==> src/rtl/core/string_hash_engine_assert.svh <==
// Assertion macros used by the string hash engine RTL.
`ifndef STRING_HASH_ENGINE_ASSERT_SVH
`define STRING_HASH_ENGINE_ASSERT_SVH

// The condition on the left implies the one on the right in the same cycle.
`define SHE_ASSERT_SAME(lbl, cond, expr) \
  lbl: assert property (@(posedge clk) disable iff (!rst_n) (cond) |-> (expr)) \
    else $error("assertion failed");

// The condition on the left implies the one on the right in the next cycle.
`define SHE_ASSERT_NEXT(lbl, cond, expr) \
  lbl: assert property (@(posedge clk) disable iff (!rst_n) (cond) |=> (expr)) \
    else $error("assertion failed");

`endif

==> src/rtl/core/shash_pkg.sv <==
// Types, constants and start values for the string hash engine.
package shash_pkg;

  typedef enum logic [2:0] {
    MODE_BKDR = 3'd0,
    MODE_SDBM = 3'd1,
    MODE_RS   = 3'd2,
    MODE_JS   = 3'd3,
    MODE_ELF  = 3'd4,
    MODE_DJB  = 3'd5
  } mode_t;

  localparam logic [31:0] BKDR_SEED    = 32'd131;
  localparam logic [31:0] RS_STEP      = 32'd378551;
  localparam logic [31:0] RS_START     = 32'd63689;
  localparam logic [31:0] JS_START     = 32'd1315423911;
  localparam logic [31:0] DJB_START    = 32'd5381;
  localparam logic [31:0] ELF_TOP_MASK = 32'hF000_0000;

  // Starting hash of a mode; the unused codes start like BKDR.
  function automatic logic [31:0] start_value(input mode_t mode);
    logic [31:0] val;
    case (mode)
      MODE_JS:  val = JS_START;
      MODE_DJB: val = DJB_START;
      default:  val = 32'd0;
    endcase
    return val;
  endfunction

endpackage

==> src/rtl/core/string_hash_engine.sv <==
// Streaming string hash engine: six selectable 32-bit byte hashes.
// Takes one byte per cycle while in_stall is low; the recurrence register absorbs each byte at acceptance.
// A zero byte's result is valid in the output register the cycle after its acceptance.
// Throughput is one request per cycle while in_stall is low, set by the hash update loop.
// Synchronous active-low reset: BKDR mode, hash 0, RS multiplier 63689, output empty.
module string_hash_engine (
  input  logic        clk,
  input  logic        rst_n,
  input  logic        cfg_wr_en,
  input  logic [2:0]  cfg_wr_data,
  input  logic        in_valid,
  output logic        in_stall,
  input  logic [7:0]  in_char_byte,
  output logic        out_valid,
  input  logic        out_stall,
  output logic [30:0] out_hash_value
);

  shash_pkg::mode_t mode_r;
  logic [31:0] hash_r, hash_nxt;
  logic [31:0] rs_mult_r, rs_mult_nxt;
  logic        out_valid_r;
  logic [30:0] out_hash_r;

  logic        in_accept;
  logic        end_of_string;
  logic [31:0] char_ext;
  logic [31:0] rs_prod;
  logic [31:0] elf_sum;
  logic [31:0] elf_top;
  logic [31:0] upd_hash;

  assign in_stall      = out_valid_r && out_stall;
  assign in_accept     = in_valid && !in_stall;
  assign end_of_string = (in_char_byte == 8'd0);
  assign char_ext      = {24'd0, in_char_byte};
  assign rs_prod       = hash_r * rs_mult_r;
  assign elf_sum       = (hash_r << 4) + char_ext;
  assign elf_top       = elf_sum & shash_pkg::ELF_TOP_MASK;

  always_comb begin
    case (mode_r)
      shash_pkg::MODE_SDBM: upd_hash = char_ext + (hash_r << 6) + (hash_r << 16) - hash_r;
      shash_pkg::MODE_RS:   upd_hash = rs_prod + char_ext;
      shash_pkg::MODE_JS:   upd_hash = hash_r ^ ((hash_r << 5) + char_ext + (hash_r >> 2));
      // Folding the top nibble back in and clearing it is a no-op when it is zero.
      shash_pkg::MODE_ELF:  upd_hash = (elf_sum ^ (elf_top >> 24)) & ~elf_top;
      shash_pkg::MODE_DJB:  upd_hash = hash_r + (hash_r << 5) + char_ext;
      default:              upd_hash = hash_r * shash_pkg::BKDR_SEED + char_ext;
    endcase
  end

  always_comb begin
    hash_nxt    = hash_r;
    rs_mult_nxt = rs_mult_r;
    if (cfg_wr_en) begin
      hash_nxt    = shash_pkg::start_value(shash_pkg::mode_t'(cfg_wr_data));
      rs_mult_nxt = shash_pkg::RS_START;
    end else if (in_accept) begin
      if (end_of_string) begin
        hash_nxt    = shash_pkg::start_value(mode_r);
        rs_mult_nxt = shash_pkg::RS_START;
      end else begin
        hash_nxt = upd_hash;
        if (mode_r == shash_pkg::MODE_RS) begin
          rs_mult_nxt = rs_mult_r * shash_pkg::RS_STEP;
        end
      end
    end
  end

  always_ff @(posedge clk) begin
    if (!rst_n) begin
      mode_r      <= shash_pkg::MODE_BKDR;
      hash_r      <= 32'd0;
      rs_mult_r   <= shash_pkg::RS_START;
      out_valid_r <= 1'b0;
    end else begin
      if (cfg_wr_en) begin
        mode_r <= shash_pkg::mode_t'(cfg_wr_data);
      end
      hash_r    <= hash_nxt;
      rs_mult_r <= rs_mult_nxt;
      if (in_accept && end_of_string) begin
        out_valid_r <= 1'b1;
      end else if (!out_stall) begin
        out_valid_r <= 1'b0;
      end
    end
  end

  always_ff @(posedge clk) begin
    if (in_accept && end_of_string) begin
      out_hash_r <= hash_r[30:0];
    end
  end

  assign out_valid      = out_valid_r;
  assign out_hash_value = out_hash_r;

`include "string_hash_engine_assert.svh"

  `SHE_ASSERT_SAME(a_stall_needs_full_output, in_stall, out_valid_r)
  `SHE_ASSERT_NEXT(a_terminator_gives_result, in_accept && end_of_string, out_valid_r)
  `SHE_ASSERT_NEXT(a_cfg_reloads_multiplier, cfg_wr_en, rs_mult_r == shash_pkg::RS_START)

endmodule

==> config.mk <==
export PLATFORM = sky130hd
export DESIGN_NAME = string_hash_engine
export DESIGN_NICKNAME = d
export VERILOG_FILES = /design/src/rtl/core/shash_pkg.sv /design/src/rtl/core/string_hash_engine.sv
export VERILOG_INCLUDE_DIRS = /design/src /design/src/rtl/core
export SDC_FILE = /design/constraint.sdc
export NUM_CORES = 2
export LEC_CHECK = 0
export ABC_AREA = 1
export BUFFER_PORTS_ARGS = -buffer_cell sky130_fd_sc_hd__buf_2
export CAP_MARGIN = 5
export CORE_MARGIN = 3
export CORE_UTILIZATION = 66
export DETAILED_ROUTE_END_ITERATION = 10
export PLACE_DENSITY = 0.83
export SLEW_MARGIN = 20
export SYNTH_ARGS = -nofsm -noshare
export SYNTH_HDL_FRONTEND = slang
export SYNTH_SLANG_ARGS = --single-unit
export TNS_END_PERCENT = 5
==> constraint.sdc <==
create_clock -name clk -period 8.3 [get_ports clk]
set_input_delay 1.245 -clock clk [delete_from_list [all_inputs] [get_ports clk]]
set_output_delay 1.245 -clock clk [all_outputs]
set_load 0.03 [all_outputs]
**After elaboration in Yosys (flattened, before gate mapping)**

Cells that the tools add are included.

- Input port bits: 16
- Word-level logic and storage cells: 50
- Register bits after elaboration: 99

- Equal/unequal tests: 8
- Bitwise operators: 5
- Add/sub/neg operators: 10
- Reduce and logical (&&, ||, !) cells: 9
- Mux-type cells: 10
- Multipliers: 3

Operator list:

| cell | number |
|---|---|
| $add A32 B8 Y32 | 5 |
| $mux W32 | 5 |
| $pmux W32 S5 | 1 |
| $pmux W31 S2 | 2 |
| $add A32 B32 Y32 | 2 |
| $add A32 B30 Y32 | 1 |
| $add A8 B32 Y32 | 1 |
| $and A32 B32 Y32 | 1 |
| $mul A32 B19 Y32 const B | 1 |
| $mul A32 B32 Y32 | 1 |
| $mul A32 B8 Y32 const B | 1 |
| $not A32 Y32 | 1 |
| $sub A32 B32 Y32 | 1 |
| $xor A32 B32 Y32 | 1 |
| $xor A32 B8 Y32 | 1 |
| $eq A3 B2 Y1 const B | 3 |
| $eq A3 B3 Y1 const B | 3 |
| $logic_not A8 Y1 | 1 |
| $reduce_bool A2 Y1 | 2 |
| $eq A3 B1 Y1 const B | 1 |
| $logic_and A1 B1 Y1 | 3 |
| $mux W1 | 2 |
| $ne A2 B1 Y1 const B | 1 |
| $reduce_and A2 Y1 | 1 |
| other kinds (3) | 3 |

**Longest topological paths before layout**

- Depth after elaboration: 7
- Mapped depth: 34
- Mapped depth without buffers: 32

**Least setup slack after synthesis**

No wires, ideal clock.

- Path type: reg-to-reg
- From: reg hash_r[15]
- To: reg hash_r[22]
- Required time: 8.168 ns
- Data arrival time: 6.836 ns
- Library setup time: 0.132 ns
- Path buffers: 2
- Cell stages (with the launch flop): 31
- Path slack: 1.332 ns
- Cells stage by stage: dfxtp_1 -> buf_1 -> buf_1 -> nand2_1 -> inv_1 -> fa_1 -> fa_1 -> inv_1 -> fa_1 -> fa_1 -> inv_1 -> fa_1 -> inv_1 -> fa_1 -> inv_1 -> fa_1 -> fa_1 -> ha_1 -> a21oi_1 -> o21ai_0 -> a21oi_1 -> nand3_1 -> nand2_1 -> nand2_1 -> or2_2 -> nand3_1 -> nand3_1 -> nor2_1 -> nand3_1 -> nand3_1 -> a21oi_1

- Longest elaborated chain between the ends: 7

Ends and longest elaborated chain:

| what | line | RTL |
|---|---|---|
| from (decl) | string_hash_engine.sv:20 | `logic [31:0] hash_r, hash_nxt;` |
| from (signal assigned) | string_hash_engine.sv:82 | `hash_r <= hash_nxt;` |
| branches (longest 3 deep; another with $mul A32 B8 Y32) | -- |  |
| $pmux W32 S5 (*) | string_hash_engine.sv:42 | `case (mode_r)` |
| $mux W32 (*) | string_hash_engine.sv:60 | `if (end_of_string) begin` |
| $mux W32 (*) | string_hash_engine.sv:59 | `end else if (in_accept) begin` |
| $mux W32 (*) | string_hash_engine.sv:56 | `if (cfg_wr_en) begin` |

Every way passes the cells marked *. The select of a mux whose other input is x is not followed.
A chain may end at the register's enable or synchronous reset.

**Worst setup path after layout**

- From: reg hash_r[13]
- To: reg hash_r[24]

Same word-level chain as after synthesis.

==> key figures <==
Finish
  – Share of layout cells above drive strength 1: 0.0451
  – NumNets Final: 6813
  – Multi-input logic area: 32600 µm²
  – Area delta synth->final: 4.57%
  – Register area: 2320 µm²
  – Fillers: 5095

CTS
  – Worst skew pair latency: 0.42 ns
  – Hold buffers post-CTS: 0
  – CTS tree: yes
  – Clk root buf: clkbuf_16
  – CTS resizes: 0
  – Setup Buffers After CTS: 0
  – Number of clock sinks: 99
  – Reg clk slew, reported paths: 0.09 ns
  – H-tree depth: 3
  – Bufs on Longest Clock Path: 2
  – Num CTS Buffers: 9

Synthesis
  – Distinct cells, synth: 63
  – Yosys reg bits: 99
  – Register area share after synthesis: 0.0556
  – Ys Warns: 0
  – FFs w/ async S/R, synth: 0
  – Syn_nets: 6800
  – Main synth FF type: dfxtp_1
  – EDFF count, synth: 31
  – Cell count after synthesis: 5551
  – Synth area leader: fa_1
  – Synthesized area: 41200 µm²
  – Syn avg cell area: 7.43 µm²
  – Dominant cells by area after synthesis: fa_1, ha_1, inv_1, nand2_1, a21oi_1
  – Post-synth top area share: 0.326

Route
  – Routed WL: 136000 µm
  – Final ANT Viol Nets: 0
  – Drt first pass iters: 6
  – Wire per inst: 21.3 µm
  – Drt drc: 0
  – Vias: 37400
  – 1st-iter DRT viols: 3661
  – Via density: 5.84

Run
  – Max_cap viols: 0

Timing
  – Hold Fails Final Rpt: 0
  – Clock Skews: 0.0238 ns
  – Setup TNS: 0 ns
  – Setup violations, final: 0
  – WHS: 0.497 ns
  – Actual transition at the worst max-transition pin: 1.02 ns
  – RSZ-0062 raised after global routing: no
  – Post-route minimum period: 7.88 ns
  – Final worst slack: 0.421 ns
  – Max Freq: 127 MHz
  – Final-report max-slew violation count: 0
  – Rel. slew slack: 0.317
  – Final Cycle Share: 0.949

Critical path
  – Critical path data required time: 8.58 ns
  – CP startpoint kind: flip-flop
  – Worst setup EP type: flip-flop
  – CP most frequent cell: fa_1
  – Worst path slowest cell: dfxtp_1
  – Critical path class: reg -> reg
  – Worst-path fanout max: 7
  – Crit path largest cell delay: 0.76 ns
  – Data arrival time of the critical path: 8.16 ns

Floorplan
  – Initial Utilization: 0.675
  – Die Span Y: 256 µm
  – Ports: 49
  – Chip Width: 256 µm
  – FP Rows: 90
  – Die ar.: 65500 µm²
  – Area of the core: 61000 µm²

Power
  – Internal Power: 2.73 mW
  – Seq pwr share: 0.095
  – Psw: 3.88 mW
  – Comb pwr share: 0.827
  – Power per cell area: 153 nW/µm²
  – Clock power frac: 0.078
  – Max IR drop VDD: 0.142 mV
  – Sw Share: 0.587
  – Pleak: 25.7 nW

Global route
  – GR Overflow Total: 0
  – Initial antenna violation count: 6
  – Largest net degree at the start of global routing: 36
  – Global-route wire length before repair: 213000 µm
  – Vias in the first global route: 38800
  – Tot GR Track Use: 0.423

Min path
  – Worst min path class: reg -> reg

Place
  – Place WS: 0.306 ns
  – Port Buffers: 48
  – Placer Congestion: 1.06
  – Detailed Place HPWL: 113000 µm

Outcome
  – Outcome: completed
-- final timing paths --
check | startpoint | to | slack (ns) | depth (start not counted)
setup / recovery | hash_r[13]$_SDFFE_PN0P_ | hash_r[24]$_SDFFE_PN0P_ | 0.42 | 27
setup reg to reg | hash_r[13]$_SDFFE_PN0P_ | hash_r[24]$_SDFFE_PN0P_ | 0.42 | 27
hold reg to reg | rs_mult_r[31]$_SDFFE_PP0P_ | rs_mult_r[31]$_SDFFE_PP0P_ | 0.50 | 2
hold / removal | rs_mult_r[31]$_SDFFE_PP0P_ | rs_mult_r[31]$_SDFFE_PP0P_ | 0.50 | 2
-- logic make-up after synthesis --
logic type | after synthesis | synth area share
AND/OR/NAND/NOR | 1693 | 0.170
buffers and inverters | 1688 | 0.155
adder cells (fa/ha/maj) | 1233 | 0.497
AO/OA/AOI/OAI | 701 | 0.0945
XOR/XNOR | 137 | 0.0291
flip-flops | 99 | 0.0556
-- synth_stat cells, drive strengths merged, types with 38 or more instances --
library cell,number
xnor2,60
a21oi,358
inv,1531
fa,671
nor2,216
dfxtp,68
nand2,1150
clkbuf,96
nand3,195
nor3,38
ha,562
o21ai,207
xor2,77
buf,59
-- cell type report --
cell class                      count  area share
Multi-Input combinational cell   3764       0.756
Inverter                         1533       0.134
Sequential cell                    99      0.0538
Timing Repair Buffer              157      0.0254
Tap cell                          828      0.0240
Clock buffer                        9     0.00523
Clock inverter                      7     0.00221
Antenna cell                        5    0.000290
-- sequential cells by signal (all words and copies together), names as in the netlist --
register        cells
out_valid           1
rs_mult_r          32
hash_r             32
mode_r              3
out_hash_value     31
-- worst max-delay path: cells and delay by family, from the launching register on --
kind                       cells  cell delay (ns)
AOI/OAI and AO/OA              6             1.39
buffers and inverters          6             0.60
DFF                            1             0.76
adders and majority gates      9             4.16
and+or+nand+nor                6             0.83
-- placed cells by master, fill, tap and decap left out, drive strengths merged, types with 5 or more instances in the layout --
cell / Yosys / routed
clkbuf: 96 / 9
fa: 671 / 671
dfxtp: 68 / 68
nand3: 195 / 195
xnor2: 60 / 60
ha: 562 / 562
nand2: 1150 / 1150
o21ai: 207 / 207
a211oi: 9 / 9
xor2: 77 / 77
o211ai: 15 / 15
nor3: 38 / 38
o221ai: 15 / 15
a21oi: 358 / 358
buf: 59 / 157
diode: 0 / 5
nand3b: 14 / 14
or2: 34 / 34
o21a: 8 / 8
nor2: 216 / 216
o21bai: 14 / 14
edfxtp: 31 / 31
a21o: 30 / 30
inv: 1531 / 1535
a31oi: 19 / 19
nand4: 37 / 37
-- routing by layer --
layer | wire length [µm] | global-route usage | vias up | share of wire
li1 | - | - | 16900 | -
met1 | 49100 | 0.518 | 17800 | 0.36
met2 | 61500 | 0.683 | 2169 | 0.45
met3 | 15900 | 0.110 | 625 | 0.12
met5 | 37 | 0 | - | 0.00027
met4 | 9850 | 0.241 | 6 | 0.072
-- power by group through the flow --
stage	combinational [mW]	clock, mW	sequential (mW)
finish	5.47	0.515	0.629
global route	6.10	0.523	0.629
CTS	5.35	0.512	0.620
detailed placement	5.29	0	0.631
global placement	5.18	0	0.629
floorplan	3.85	0	0.572
-- per-stage QoR --
stage,instance area [µm²],power (mW),util,instances
3_3_place_gp,42700,5.81,0.700,6381
2_1_floorplan,41200,4.42,-,5551
3_5_place_dp,42700,5.92,0.700,6381
5_1_grt,43100,7.26,0.706,6397
6_report,43100,6.61,0.706,6402
4_1_cts,43100,6.48,0.706,6397
Note: power is estimated with default switching activity, not from simulation.
